==> config.mk <==
export PLATFORM = sky130hd
export DESIGN_NAME = ordered_list_table_engine_core_flat
export DESIGN_NICKNAME = d
export VERILOG_FILES = /design/src/rtl/oltab_pkg.sv /design/src/rtl/oltab_if.sv /design/src/rtl/oltab_ram.sv /design/src/rtl/ordered_list_table_engine_core.sv /design/src/flat_wrapper.sv
export VERILOG_INCLUDE_DIRS = /design/src /design/src/rtl
export SDC_FILE = /design/constraint.sdc
export NUM_CORES = 2
export LEC_CHECK = 0
export ABC_AREA = 1
export ABC_CLOCK_PERIOD_IN_PS = 13200
export BUFFER_PORTS_ARGS = -buffer_cell sky130_fd_sc_hd__buf_2
export CELL_PAD_IN_SITES_DETAIL_PLACEMENT = 0
export CELL_PAD_IN_SITES_GLOBAL_PLACEMENT = 1
export CORE_MARGIN = 2
export CORE_UTILIZATION = 30
export DETAILED_ROUTE_END_ITERATION = 10
export PLACE_DENSITY_LB_ADDON = 0.1
export SYNTH_ARGS = -nofsm -noshare
export SYNTH_HDL_FRONTEND = slang
export SYNTH_SLANG_ARGS = --single-unit
==> constraint.sdc <==
create_clock -name clock -period 13.2 [get_ports clock]
set_input_delay 1.32 -clock clock [delete_from_list [all_inputs] [get_ports clock]]
set_output_delay 1.32 -clock clock [all_outputs]
set_load 0.005 [all_outputs]
==> src/rtl/ordered_list_table_engine_core_assert.svh <==
// Assertion macros for the ordered list table engine.
// Depends on nothing; included by the modules that carry assertions.
`ifndef ORDERED_LIST_TABLE_ENGINE_CORE_ASSERT_SVH
`define ORDERED_LIST_TABLE_ENGINE_CORE_ASSERT_SVH

`ifndef ASSERT_OFF
// Consequent must hold in the same cycle as the antecedent.
`define OLTAB_ASSERT_SAME(label, clk, rst, ante, cons) \
   label: assert property (@(posedge clk) disable iff (rst) (ante) |-> (cons)) \
      else $error("oltab assertion failed");
// Consequent must hold in the cycle after the antecedent.
`define OLTAB_ASSERT_NEXT(label, clk, rst, ante, cons) \
   label: assert property (@(posedge clk) disable iff (rst) (ante) |=> (cons)) \
      else $error("oltab assertion failed");
`else
`define OLTAB_ASSERT_SAME(label, clk, rst, ante, cons)
`define OLTAB_ASSERT_NEXT(label, clk, rst, ante, cons)
`endif

`endif

==> src/rtl/oltab_pkg.sv <==
// Shared constants and types of the ordered list table engine.
// Depends on nothing; used by the channel interfaces and the core.
package oltab_pkg;

   // Storage size and derived widths.
   localparam int CAPACITY = 64;
   localparam int ADDR_W   = $clog2(CAPACITY);
   localparam int CNT_W    = $clog2(CAPACITY + 1);

   // Fixed field widths of the channels.
   localparam int REQ_W    = 3;
   localparam int POS_W    = 6;
   localparam int VAL_W    = 32;
   localparam int STAT_W   = 3;
   localparam int CNTO_W   = 7;

   // Width wide enough to compare a position against the count.
   localparam int CMP_W    = (POS_W + 1 > CNT_W) ? POS_W + 1 : CNT_W;

   typedef enum logic [REQ_W-1:0] {
      RQ_APPEND = 3'd0,
      RQ_INSERT = 3'd1,
      RQ_SET    = 3'd2,
      RQ_REMOVE = 3'd3,
      RQ_GET    = 3'd4,
      RQ_FIND   = 3'd5,
      RQ_CLEAR  = 3'd6
   } req_code_type;

   typedef enum logic [STAT_W-1:0] {
      ST_OK        = 3'd0,
      ST_BAD_INDEX = 3'd1,
      ST_FULL      = 3'd2,
      ST_NULL      = 3'd3,
      ST_NOT_FOUND = 3'd4
   } status_type;

   typedef enum logic [1:0] {
      S_IDLE,
      S_RUN,
      S_INS_LAST,
      S_DONE
   } state_type;

endpackage

==> src/rtl/oltab_if.sv <==
// Valid/ready channel interfaces for requests and responses.
// Depends on oltab_pkg for the field widths.
interface oltab_req_if;
   import oltab_pkg::*;

   logic             valid;
   logic             ready;
   logic [REQ_W-1:0] req_type;
   logic [POS_W-1:0] position;
   logic [VAL_W-1:0] value;

   modport source (output valid, output req_type, output position, output value,
                   input ready);
   modport sink   (input valid, input req_type, input position, input value,
                   output ready);
endinterface

interface oltab_rsp_if;
   import oltab_pkg::*;

   logic              valid;
   logic              ready;
   logic [STAT_W-1:0] status;
   logic [VAL_W-1:0]  data;
   logic [POS_W-1:0]  found_position;
   logic [CNTO_W-1:0] entry_count;

   modport source (output valid, output status, output data, output found_position,
                   output entry_count, input ready);
   modport sink   (input valid, input status, input data, input found_position,
                   input entry_count, output ready);
endinterface

==> src/rtl/oltab_ram.sv <==
// Generic simple dual-port RAM: one write port, one read port, registered read.
// Depends on nothing.
module oltab_ram #(
   parameter int WIDTH = 32,
   parameter int DEPTH = 64
) (
   input  logic                     clock,
   input  logic                     wr_en,
   input  logic [$clog2(DEPTH)-1:0] wr_addr,
   input  logic [WIDTH-1:0]         wr_data,
   input  logic [$clog2(DEPTH)-1:0] rd_addr,
   output logic [WIDTH-1:0]         rd_data
);
   logic [WIDTH-1:0] mem_ff [DEPTH];
   logic [WIDTH-1:0] rd_data_ff;

   // Write port and registered read port.
   always_ff @(posedge clock) begin
      if (wr_en) begin
         mem_ff[wr_addr] <= wr_data;
      end
      rd_data_ff <= mem_ff[rd_addr];
   end

   assign rd_data = rd_data_ff;
endmodule

==> src/rtl/ordered_list_table_engine_core.sv <==
// Append, set, clear, insert at the end and rejected items go from accept straight to S_DONE;
// get, remove, find and other inserts first walk the entry RAM in S_RUN, and such an insert
// also passes S_INS_LAST. The core takes one item at a time: a new request is accepted only in
// S_IDLE, and each walk is paced by the single read and single write port of the entry RAM.
// Reset is synchronous and clears the count and control; entry RAM is not cleared.
// Depends on oltab_pkg, oltab_if, oltab_ram and the assertion header.
`include "ordered_list_table_engine_core_assert.svh"

module ordered_list_table_engine_core (
   input  logic      clock,
   input  logic      reset,
   oltab_req_if.sink req_chan,
   oltab_rsp_if.source rsp_chan
);
   import oltab_pkg::*;

   state_type         state_ff, state_in;
   req_code_type      op_ff, op_in;
   logic [ADDR_W-1:0] pos_ff, pos_in;
   logic [VAL_W-1:0]  val_ff, val_in;
   logic [CNT_W-1:0]  cnt_ff, cnt_in;
   logic [ADDR_W-1:0] rd_addr_ff, rd_addr_in;
   logic              iss_ff, iss_in;
   logic              rd_valid_ff, rd_valid_in;
   logic [ADDR_W-1:0] rd_tag_ff, rd_tag_in;
   status_type        res_status_ff, res_status_in;
   logic [VAL_W-1:0]  res_data_ff, res_data_in;
   logic [ADDR_W-1:0] res_where_ff, res_where_in;
   logic              out_valid_ff, out_valid_in;
   status_type        out_status_ff, out_status_in;
   logic [VAL_W-1:0]  out_data_ff, out_data_in;
   logic [ADDR_W-1:0] out_where_ff, out_where_in;
   logic [CNT_W-1:0]  out_count_ff, out_count_in;

   logic              mem_we;
   logic [ADDR_W-1:0] mem_waddr;
   logic [VAL_W-1:0]  mem_wdata;
   logic [ADDR_W-1:0] mem_raddr;
   logic [VAL_W-1:0]  mem_rdata;

   req_code_type      req_code;
   logic              needs_value;
   logic              cnt_full;
   logic [CNT_W-1:0]  cnt_last;
   logic [CMP_W-1:0]  pos_cmp, cnt_cmp;
   logic              out_free;
   logic              last_issue;
   logic              req_ready;
   logic              walk_read;
   logic              clear_fire;

   // Entry storage.
   oltab_ram #(.WIDTH(VAL_W), .DEPTH(CAPACITY)) u_entries (
      .clock   (clock),
      .wr_en   (mem_we),
      .wr_addr (mem_waddr),
      .wr_data (mem_wdata),
      .rd_addr (mem_raddr),
      .rd_data (mem_rdata)
   );

   // Request decode helpers.
   assign req_code    = req_code_type'(req_chan.req_type);
   assign needs_value = (req_code == RQ_APPEND) || (req_code == RQ_INSERT) ||
                        (req_code == RQ_SET) || (req_code == RQ_FIND);
   assign cnt_full    = (cnt_ff == CNT_W'(CAPACITY));
   assign cnt_last    = cnt_ff - CNT_W'(1);
   assign pos_cmp     = CMP_W'(req_chan.position);
   assign cnt_cmp     = CMP_W'(cnt_ff);
   assign out_free    = !out_valid_ff || rsp_chan.ready;

   // State register and control.
   always_ff @(posedge clock) begin
      if (reset) begin
         state_ff     <= S_IDLE;
         cnt_ff       <= '0;
         iss_ff       <= 1'b0;
         rd_valid_ff  <= 1'b0;
         out_valid_ff <= 1'b0;
      end else begin
         state_ff     <= state_in;
         cnt_ff       <= cnt_in;
         iss_ff       <= iss_in;
         rd_valid_ff  <= rd_valid_in;
         out_valid_ff <= out_valid_in;
      end
   end

   // Payload registers.
   always_ff @(posedge clock) begin
      op_ff         <= op_in;
      pos_ff        <= pos_in;
      val_ff        <= val_in;
      rd_addr_ff    <= rd_addr_in;
      rd_tag_ff     <= rd_tag_in;
      res_status_ff <= res_status_in;
      res_data_ff   <= res_data_in;
      res_where_ff  <= res_where_in;
      out_status_ff <= out_status_in;
      out_data_ff   <= out_data_in;
      out_where_ff  <= out_where_in;
      out_count_ff  <= out_count_in;
   end

   // Sequencer: next state, RAM accesses and result staging.
   always_comb begin
      state_in      = state_ff;
      op_in         = op_ff;
      pos_in        = pos_ff;
      val_in        = val_ff;
      cnt_in        = cnt_ff;
      rd_addr_in    = rd_addr_ff;
      iss_in        = iss_ff;
      rd_valid_in   = 1'b0;
      rd_tag_in     = rd_tag_ff;
      res_status_in = res_status_ff;
      res_data_in   = res_data_ff;
      res_where_in  = res_where_ff;
      out_valid_in  = out_valid_ff && !rsp_chan.ready;
      out_status_in = out_status_ff;
      out_data_in   = out_data_ff;
      out_where_in  = out_where_ff;
      out_count_in  = out_count_ff;
      mem_we        = 1'b0;
      mem_waddr     = pos_ff;
      mem_wdata     = val_ff;
      mem_raddr     = rd_addr_ff;
      last_issue    = 1'b1;
      req_ready     = 1'b0;

      unique case (state_ff)
         S_IDLE: begin
            req_ready = 1'b1;
            if (req_chan.valid) begin
               op_in         = req_code;
               pos_in        = ADDR_W'(req_chan.position);
               val_in        = req_chan.value;
               res_status_in = ST_OK;
               res_data_in   = '0;
               res_where_in  = '0;
               state_in      = S_DONE;
               if (needs_value && (req_chan.value == '0)) begin
                  res_status_in = ST_NULL;
               end else begin
                  unique case (req_code)
                     RQ_APPEND: begin
                        if (cnt_full) begin
                           res_status_in = ST_FULL;
                        end else begin
                           mem_we    = 1'b1;
                           mem_waddr = ADDR_W'(cnt_ff);
                           mem_wdata = req_chan.value;
                           cnt_in    = cnt_ff + CNT_W'(1);
                        end
                     end
                     RQ_INSERT: begin
                        if (pos_cmp > cnt_cmp) begin
                           res_status_in = ST_BAD_INDEX;
                        end else if (cnt_full) begin
                           res_status_in = ST_FULL;
                        end else if (pos_cmp == cnt_cmp) begin
                           // Insert at the end needs no shift.
                           mem_we    = 1'b1;
                           mem_waddr = ADDR_W'(req_chan.position);
                           mem_wdata = req_chan.value;
                           cnt_in    = cnt_ff + CNT_W'(1);
                        end else begin
                           // Shift entries up, starting from the last one.
                           rd_addr_in = ADDR_W'(cnt_last);
                           iss_in     = 1'b1;
                           state_in   = S_RUN;
                        end
                     end
                     RQ_SET: begin
                        if (pos_cmp >= cnt_cmp) begin
                           res_status_in = ST_BAD_INDEX;
                        end else begin
                           mem_we    = 1'b1;
                           mem_waddr = ADDR_W'(req_chan.position);
                           mem_wdata = req_chan.value;
                        end
                     end
                     RQ_REMOVE, RQ_GET: begin
                        if (pos_cmp >= cnt_cmp) begin
                           res_status_in = ST_BAD_INDEX;
                        end else begin
                           rd_addr_in = ADDR_W'(req_chan.position);
                           iss_in     = 1'b1;
                           state_in   = S_RUN;
                        end
                     end
                     RQ_FIND: begin
                        if (cnt_ff == '0) begin
                           res_status_in = ST_NOT_FOUND;
                        end else begin
                           rd_addr_in = '0;
                           iss_in     = 1'b1;
                           state_in   = S_RUN;
                        end
                     end
                     RQ_CLEAR: begin
                        cnt_in = '0;
                     end
                     default: begin
                        // The unused code changes nothing and answers ok.
                     end
                  endcase
               end
            end
         end

         S_RUN: begin
            // Issue the next read of the walk.
            if (iss_ff) begin
               mem_raddr   = rd_addr_ff;
               rd_valid_in = 1'b1;
               rd_tag_in   = rd_addr_ff;
               case (op_ff)
                  RQ_INSERT: begin
                     last_issue = (rd_addr_ff == pos_ff);
                     rd_addr_in = rd_addr_ff - ADDR_W'(1);
                  end
                  RQ_REMOVE, RQ_FIND: begin
                     last_issue = (CNT_W'(rd_addr_ff) == cnt_last);
                     rd_addr_in = rd_addr_ff + ADDR_W'(1);
                  end
                  default: begin
                     last_issue = 1'b1;
                  end
               endcase
               iss_in = !last_issue;
            end

            // Handle the entry read in the previous cycle.
            if (rd_valid_ff) begin
               case (op_ff)
                  RQ_INSERT: begin
                     mem_we    = 1'b1;
                     mem_waddr = rd_tag_ff + ADDR_W'(1);
                     mem_wdata = mem_rdata;
                     if (rd_tag_ff == pos_ff) begin
                        state_in = S_INS_LAST;
                     end
                  end
                  RQ_REMOVE: begin
                     if (rd_tag_ff == pos_ff) begin
                        res_data_in = mem_rdata;
                     end else begin
                        mem_we    = 1'b1;
                        mem_waddr = rd_tag_ff - ADDR_W'(1);
                        mem_wdata = mem_rdata;
                     end
                     if (CNT_W'(rd_tag_ff) == cnt_last) begin
                        cnt_in   = cnt_last;
                        state_in = S_DONE;
                     end
                  end
                  RQ_GET: begin
                     res_data_in = mem_rdata;
                     state_in    = S_DONE;
                  end
                  RQ_FIND: begin
                     if (mem_rdata == val_ff) begin
                        res_status_in = ST_OK;
                        res_where_in  = rd_tag_ff;
                        state_in      = S_DONE;
                     end else if (CNT_W'(rd_tag_ff) == cnt_last) begin
                        res_status_in = ST_NOT_FOUND;
                        state_in      = S_DONE;
                     end
                  end
                  default: begin
                     state_in = S_DONE;
                  end
               endcase
            end
         end

         S_INS_LAST: begin
            // The gap is open; place the new handle.
            mem_we    = 1'b1;
            mem_waddr = pos_ff;
            mem_wdata = val_ff;
            cnt_in    = cnt_ff + CNT_W'(1);
            state_in  = S_DONE;
         end

         S_DONE: begin
            // Move the result into the output register once it is free.
            if (out_free) begin
               out_valid_in  = 1'b1;
               out_status_in = res_status_ff;
               out_data_in   = res_data_ff;
               out_where_in  = res_where_ff;
               out_count_in  = cnt_ff;
               state_in      = S_IDLE;
            end
         end

         default: begin
            state_in = S_IDLE;
         end
      endcase
   end

   // Channel outputs.
   assign req_chan.ready          = req_ready;
   assign rsp_chan.valid          = out_valid_ff;
   assign rsp_chan.status         = out_status_ff;
   assign rsp_chan.data           = out_data_ff;
   assign rsp_chan.found_position = POS_W'(out_where_ff);
   assign rsp_chan.entry_count    = CNTO_W'(out_count_ff);

   // Terms watched by the checks.
   assign walk_read  = (state_ff == S_RUN) && rd_valid_ff;
   assign clear_fire = req_chan.valid && req_chan.ready && (req_code == RQ_CLEAR);

   // Checks on the sequencer.
   `OLTAB_ASSERT_SAME(a_count_range, clock, reset, 1'b1, cnt_ff <= CNT_W'(CAPACITY))
   `OLTAB_ASSERT_SAME(a_read_in_list, clock, reset, walk_read, CNT_W'(rd_tag_ff) < cnt_ff)
   `OLTAB_ASSERT_SAME(a_done_no_write, clock, reset, state_ff == S_DONE, !mem_we)
   `OLTAB_ASSERT_NEXT(a_clear_empties, clock, reset, clear_fire, cnt_ff == '0)
endmodule

==> src/flat_wrapper.sv <==
// flat-port wrapper written by rule: the top's interface ports become plain ports
module ordered_list_table_engine_core_flat import oltab_pkg::*;
  (clock, reset, req_chan_valid, req_chan_req_type, req_chan_position, req_chan_value, req_chan_ready, rsp_chan_valid, rsp_chan_status, rsp_chan_data, rsp_chan_found_position, rsp_chan_entry_count, rsp_chan_ready);
  oltab_req_if req_chan_i ();
  oltab_rsp_if rsp_chan_i ();
  input  logic clock;
  input  logic reset;
  input wire logic [$bits(req_chan_i.valid)-1:0] req_chan_valid;
  input wire logic [$bits(req_chan_i.req_type)-1:0] req_chan_req_type;
  input wire logic [$bits(req_chan_i.position)-1:0] req_chan_position;
  input wire logic [$bits(req_chan_i.value)-1:0] req_chan_value;
  output wire logic [$bits(req_chan_i.ready)-1:0] req_chan_ready;
  output wire logic [$bits(rsp_chan_i.valid)-1:0] rsp_chan_valid;
  output wire logic [$bits(rsp_chan_i.status)-1:0] rsp_chan_status;
  output wire logic [$bits(rsp_chan_i.data)-1:0] rsp_chan_data;
  output wire logic [$bits(rsp_chan_i.found_position)-1:0] rsp_chan_found_position;
  output wire logic [$bits(rsp_chan_i.entry_count)-1:0] rsp_chan_entry_count;
  input wire logic [$bits(rsp_chan_i.ready)-1:0] rsp_chan_ready;
  assign req_chan_i.valid = req_chan_valid;
  assign req_chan_i.req_type = req_chan_req_type;
  assign req_chan_i.position = req_chan_position;
  assign req_chan_i.value = req_chan_value;
  assign req_chan_ready = req_chan_i.ready;
  assign rsp_chan_valid = rsp_chan_i.valid;
  assign rsp_chan_status = rsp_chan_i.status;
  assign rsp_chan_data = rsp_chan_i.data;
  assign rsp_chan_found_position = rsp_chan_i.found_position;
  assign rsp_chan_entry_count = rsp_chan_i.entry_count;
  assign rsp_chan_i.ready = rsp_chan_ready;
  ordered_list_table_engine_core u_core (.clock(clock), .reset(reset), .req_chan(req_chan_i), .rsp_chan(rsp_chan_i));
endmodule
Word-level counts from Yosys, hierarchy flattened

Memories as Yosys holds them, arrays and structs flattened. A register that Yosys moved wholly into a read port is not among the register bits.
Cells that the tools add are included.

Bits in registers: 154
Memory bits (writable): 2048
Input port bits: 45
Output and inout port bits: 50
Logic and storage cells: 213
Memories: 1

Add/subtract/negate cells: 6
$lt $le $gt $ge: 2
Equality and inequality tests: 43
Multiplexer cells: 114
Bitwise logic cells: 1
Reductions and logical operators: 29

Memory list:

| name                    | words | bits a word | rd ports | clocked after memory_dff | write ports | RTL line        | RTL |
|---|---|---|---|---|---|---|---|
| u_core.u_entries.mem_ff | 64    | 32          | 1        | 1                        | 1           | oltab_ram.sv:14 | `logic [WIDTH-1:0] mem_ff [DEPTH];` |

Operators by type and width:

| cell                                                                    | count |
|---|---|
| 32-bit 2-to-1 mux                                                       | 12 |
| 32-bit case mux with 2 select lines                                     | 4 |
| 6-bit 2-to-1 mux                                                        | 21 |
| 32-bit case mux with 3 select lines                                     | 1 |
| 7-bit 2-to-1 mux                                                        | 9 |
| 6-bit case mux with 2 select lines                                      | 5 |
| 7-bit case mux with 3 select lines                                      | 2 |
| 6-bit case mux with 3 select lines                                      | 2 |
| 32-bit == test                                                          | 1 |
| 32-bit zero test                                                        | 1 |
| 3-bit inequality test, second input constant                            | 9 |
| 1-bit 2-to-1 mux                                                        | 26 |
| 2-bit 2-to-1 mux                                                        | 13 |
| 3-bit 2-to-1 mux                                                        | 8 |
| 11-bit AND reduction                                                    | 2 |
| 6-bit by 7-bit == test with 1-bit output                                | 3 |
| 3-bit == test, second input constant                                    | 5 |
| 5-bit AND reduction                                                     | 3 |
| 6-bit by 1-bit adder with 6-bit output, second input constant           | 2 |
| 6-bit == test                                                           | 2 |
| 2-bit case mux with 3 select lines                                      | 2 |
| 3-bit case mux with 4 select lines                                      | 1 |
| 6-bit by 1-bit subtractor with 6-bit output, second input constant      | 2 |
| 2-bit by 1-bit inequality test with 1-bit output, second input constant | 5 |
| 32 further kinds                                                        | 54 |

Depth between registers and ports, before layout

Depth in word-level cells: 10
Mapped depth: 18

Modules after synthesis

From an unflattened synthesis, not the netlist that was laid out.

Cells, all modules: 7810
Area total of the unflattened synthesis: 91515.3 um^2

By module, submodules not included:

| module                         | times used | cells each | area each (um^2) | seq. area each (um^2) |
|---|---|---|---|---|
| oltab_ram                      | 1          | 6785       | 82785.6          | 62139.6 |
| ordered_list_table_engine_core | 1          | 1025       | 8729.6           | 4504.3 |

Worst setup path after synthesis

OpenSTA, ideal clock, no wires.

Path type: input to register
Start point: input port req_chan_position[2]
End point: memory u_core.u_entries.mem_ff[0][22], data pin
Setup time: 719 ps
Data arrival time: 4963 ps
Path slack: 7518 ps
Stages: 9
Buffers on the path: 0
Path through: ha_1 > nand2_1 > nor2_1 > nand2_1 > nand3_2 > o21bai_2 > nand2_4 > inv_1 > o31ai_1

Word-level cells in the longest chain between the ends: 8

RTL lines:

| item                                                                                                                 | RTL line                              | RTL |
|---|---|---|
| start: declaration                                                                                                   | flat_wrapper.sv:10                    | `input wire logic [$bits(req_chan_i.position)-1:0] req_chan_position;` |
| parallel branches: the longest is 4 deep, another holds 6-bit by 7-bit greater-or-equal comparator with 1-bit output | -                                     |  |
| 32-bit case mux with 3 select lines *                                                                                | ordered_list_table_engine_core.sv:145 | `unique case (req_code)` |
| 32-bit 2-to-1 mux *                                                                                                  | ordered_list_table_engine_core.sv:142 | `if (needs_value && (req_chan.value == '0)) begin` |
| 32-bit 2-to-1 mux *                                                                                                  | ordered_list_table_engine_core.sv:134 | `if (req_chan.valid) begin` |
| 32-bit case mux with 2 select lines *                                                                                | ordered_list_table_engine_core.sv:131 | `unique case (state_ff)` |
| named net u_core.mem_wdata[22]                                                                                       | ordered_list_table_engine_core.sv:37  | `logic [VAL_W-1:0] mem_wdata;` |
| end: declaration                                                                                                     | oltab_ram.sv:14                       |  |

Mark *: on every way through the listed nets, which the timed path passes.

==> metrics.txt <==
sequential power share=0.412; Placed Cells=10.8k; largest family of logic cells by synthesized area=compound AO/OA/AOI/OAI gates; Clock Tree Buf Depth=4; Top Ports=95; skew final=0.0470 ns; Worst-Skew Late Latency=0.89 ns; Syn Area/Cell=12.6 um2; Synth Register Bits=2234; Antenna Nets Post-Route=0; Post-CTS Setup Bufs=0; compound-gate portion of the synthesized area=0.125; post-DP HPWL=175 mm; final setup violating endpoints=0; row count=200; multiplexer share of the synthesized area=0; Post-Synth XOR/XNOR Area=0.00393; WL per Instance=28.2 um; grt ovf=0; final cycle utilization of the critical path=0.423; fmax=179 MHz; P_int=15.1 mW; most common cell after layout, fill and taps aside=edfxtp_1; largest net degree at the start of global routing=166; CP max-delay cell=buf_4; combinational power share=0.299; Reg clk slew, reported paths=0.06 ns; Post-synth ARST share=0; simple-gate share of the synthesized area=0.0934; crit path time final=5.58 ns; area share of fa/ha/maj cells after synthesis=0.00289; Post-Route M1 WL=152 mm; final setup TNS=0 ns; Slew HR=0.160; I/O Buffers=94; final max-slew violation count=0; outcome=finished, final reports clean; pre-CTS setup slack=7.01 ns; most frequent cells in the layout=edfxtp_1 (2190), nor2_1 (1343), o21ai_0 (1297), o22ai_1 (625), nand2_1 (496); Leak=33.2 nW; Synth Warn #=0; die width=549 um; WL met2=146 mm; critical path required time=14.00 ns; critical path class=flip-flop to flip-flop; critical-path cell list=buf_4 > buf_4 > buf_12 > buf_4 > buf_4 > o21ai_0 > o22ai_1 > nor2_1 > o22ai_1 > nor2_1 > o21ai_1; DRT Wirelength=319 mm; Min Hold Slack=0.417 ns; overall power=24.3 mW; worst hold path class=flip-flop to flip-flop; routability cong.=0.816; RSZ-0062 raised after global routing=false; initial antenna violation count=21; first-pass GRT wire length=448 mm; H-tree Lvls=5; vias in the first global route=57.1k; CP Launch Type=flip-flop; CTS Sinks=2234; Post-synth EDFFs=2190; detailed-router iteration count before antenna repair=5; Post-CTS Hold Fix Bufs=0; Worst Setup End Kind=flip-flop; critical path peak fanout=106; Slew @ Worst Pin=1.26 ns; global-route usage over all layers=0.207; area of the core=0.297 mm2; Pwr per Cell Area=235 mW/mm2; initial DRC count=5048; CTS Root Cell=clkbuf_16; layout cells sized above 1=0.107; initial core utilization=0.301; total die area=0.302 mm2; Syn Nets=7145; drc violations=0; area grow syn2layout=15.9%; clock share of power=0.289; Top cell by count, worst path=buf_4; crit path DAT=6.38 ns; area of placed instances=0.0952 mm2; DR top layer=met4; post-route setup slack=7.62 ns; CTS tree=yes; Post-Syn Area=0.0892 mm2; Hold Vio Cnt, Final=0; Seq/Total Area, Yosys=0.747; Non-Filler Instances=11.3k; vias per inst=5.17; VDD IR max=168 uV; total CTS buffers=262; Main synth FF type=edfxtp_1; Layout Utilization=0.349; Synth Instances=7080; layout net count=7195; Sw Ratio=0.377; Psw=9.17 mW; wire length on met3=14.7 mm; Die Ht=549 um; DR vias=58.3k; max_cap viols=0; Finished Cell Area=0.103 mm2; number of distinct library cells after synthesis=49; slowest stage delay, CP=0.78 ns; post-cts resize count=0
[power by group through the flow]
stage	Combinational, mW	Sequential (mW)	Clock [mW]
2_1_floorplan	3.55	10.1	0
3_3_place_gp	7.38	10.1	0
3_5_place_dp	7.39	10.1	0
4_1_cts	7.40	10.0	7.21
5_1_grt	7.86	10.0	7.46
6_report	7.27	10.0	7.03
[worst max-delay path, delay by kind of cell, from the launching register on]
kind / cells / cell delay [ns]
and+or+nand+nor: 2 / 0.30
DFF: 1 / 0.48
AOI/OAI and AO/OA: 4 / 1.21
buffers and inverters: 5 / 3.21
[cell families (layout without fill, tap and decap cells)]
kind of cell / count (synthesis) / after routing
AND/OR/NAND/NOR: 2111 / 2111
AO/OA/AOI/OAI: 2042 / 2042
buffers and inverters: 633 / 887
flip-flops: 2234 / 2234
XOR/XNOR: 40 / 40
other: 0 / 13
adder cells (fa/ha/maj): 20 / 20
[flip-flops by register name, indices dropped and copies added (netlist names), 2 cells and up]
register / count
u_core.u_entries.rd_data: 32
u_core.rsp_chan.status: 3
u_core.rd_tag_ff: 6
u_core.state_ff: 2
u_core.pos_ff: 6
u_core.rsp_chan.data: 32
u_core.op_ff: 3
u_core.cnt_cmp: 7
u_core.rsp_chan.found_position: 6
u_core.res_status_ff: 3
u_core.val_ff: 32
u_core.rsp_chan.entry_count: 7
u_core.rd_addr_ff: 6
u_core.res_where_ff: 6
u_core.res_data_ff: 32
u_core.u_entries.mem_ff: 2048
[routing by layer]
layer,vias up,track usage
met5,-,0
met4,0,0.0441
met3,332,0.0257
met2,1406,0.329
met1,30300,0.301
li1,26200,-
[cell usage after synthesis (19+ instances only)]
master / count / area share
edfxtp_1: 2190 / 0.74
nor2_1: 1407 / 0.059
o21ai_0: 1297 / 0.073
o22ai_1: 625 / 0.044
nand2_1: 498 / 0.021
clkbuf_1: 382 / 0.016
inv_1: 146 / 0.0061
nand3_1: 135 / 0.0076
buf_2: 55 / 0.0031
dfxtp_1: 44 / 0.0099
buf_1: 34 / 0.0014
o21ai_1: 34 / 0.0019
a21oi_1: 33 / 0.0019
o2111ai_1: 25 / 0.0025
xnor2_1: 20 / 0.0020
xor2_1: 20 / 0.0020
ha_1: 19 / 0.0027
[final cells by class]
cell class                 instances  area [um2]
antenna                           13        32.5
clock buffer                     345        7090
clock inverter                   123        1070
fill                           29100      193000
inverter                         157         618
multi-input combinational       4213       21200
sequential                      2234       66600
tap                             3939        4930
timing repair buffer             262        1840
[path summary, 6_finish.rpt]
path | endpoint | slack (ns) | from | cells past startpoint
max | u_core.u_entries.rd_data[20] | 7.62 | u_core.rd_addr_ff[0] | 11
min | u_core.rsp_chan.data[21] | 0.42 | u_core.res_data_ff[21] | 0
max reg2reg | u_core.u_entries.rd_data[20] | 7.62 | u_core.rd_addr_ff[0] | 11
min reg2reg | u_core.rsp_chan.data[21] | 0.42 | u_core.res_data_ff[21] | 0
Note: power is estimated with default switching activity, not from simulation.
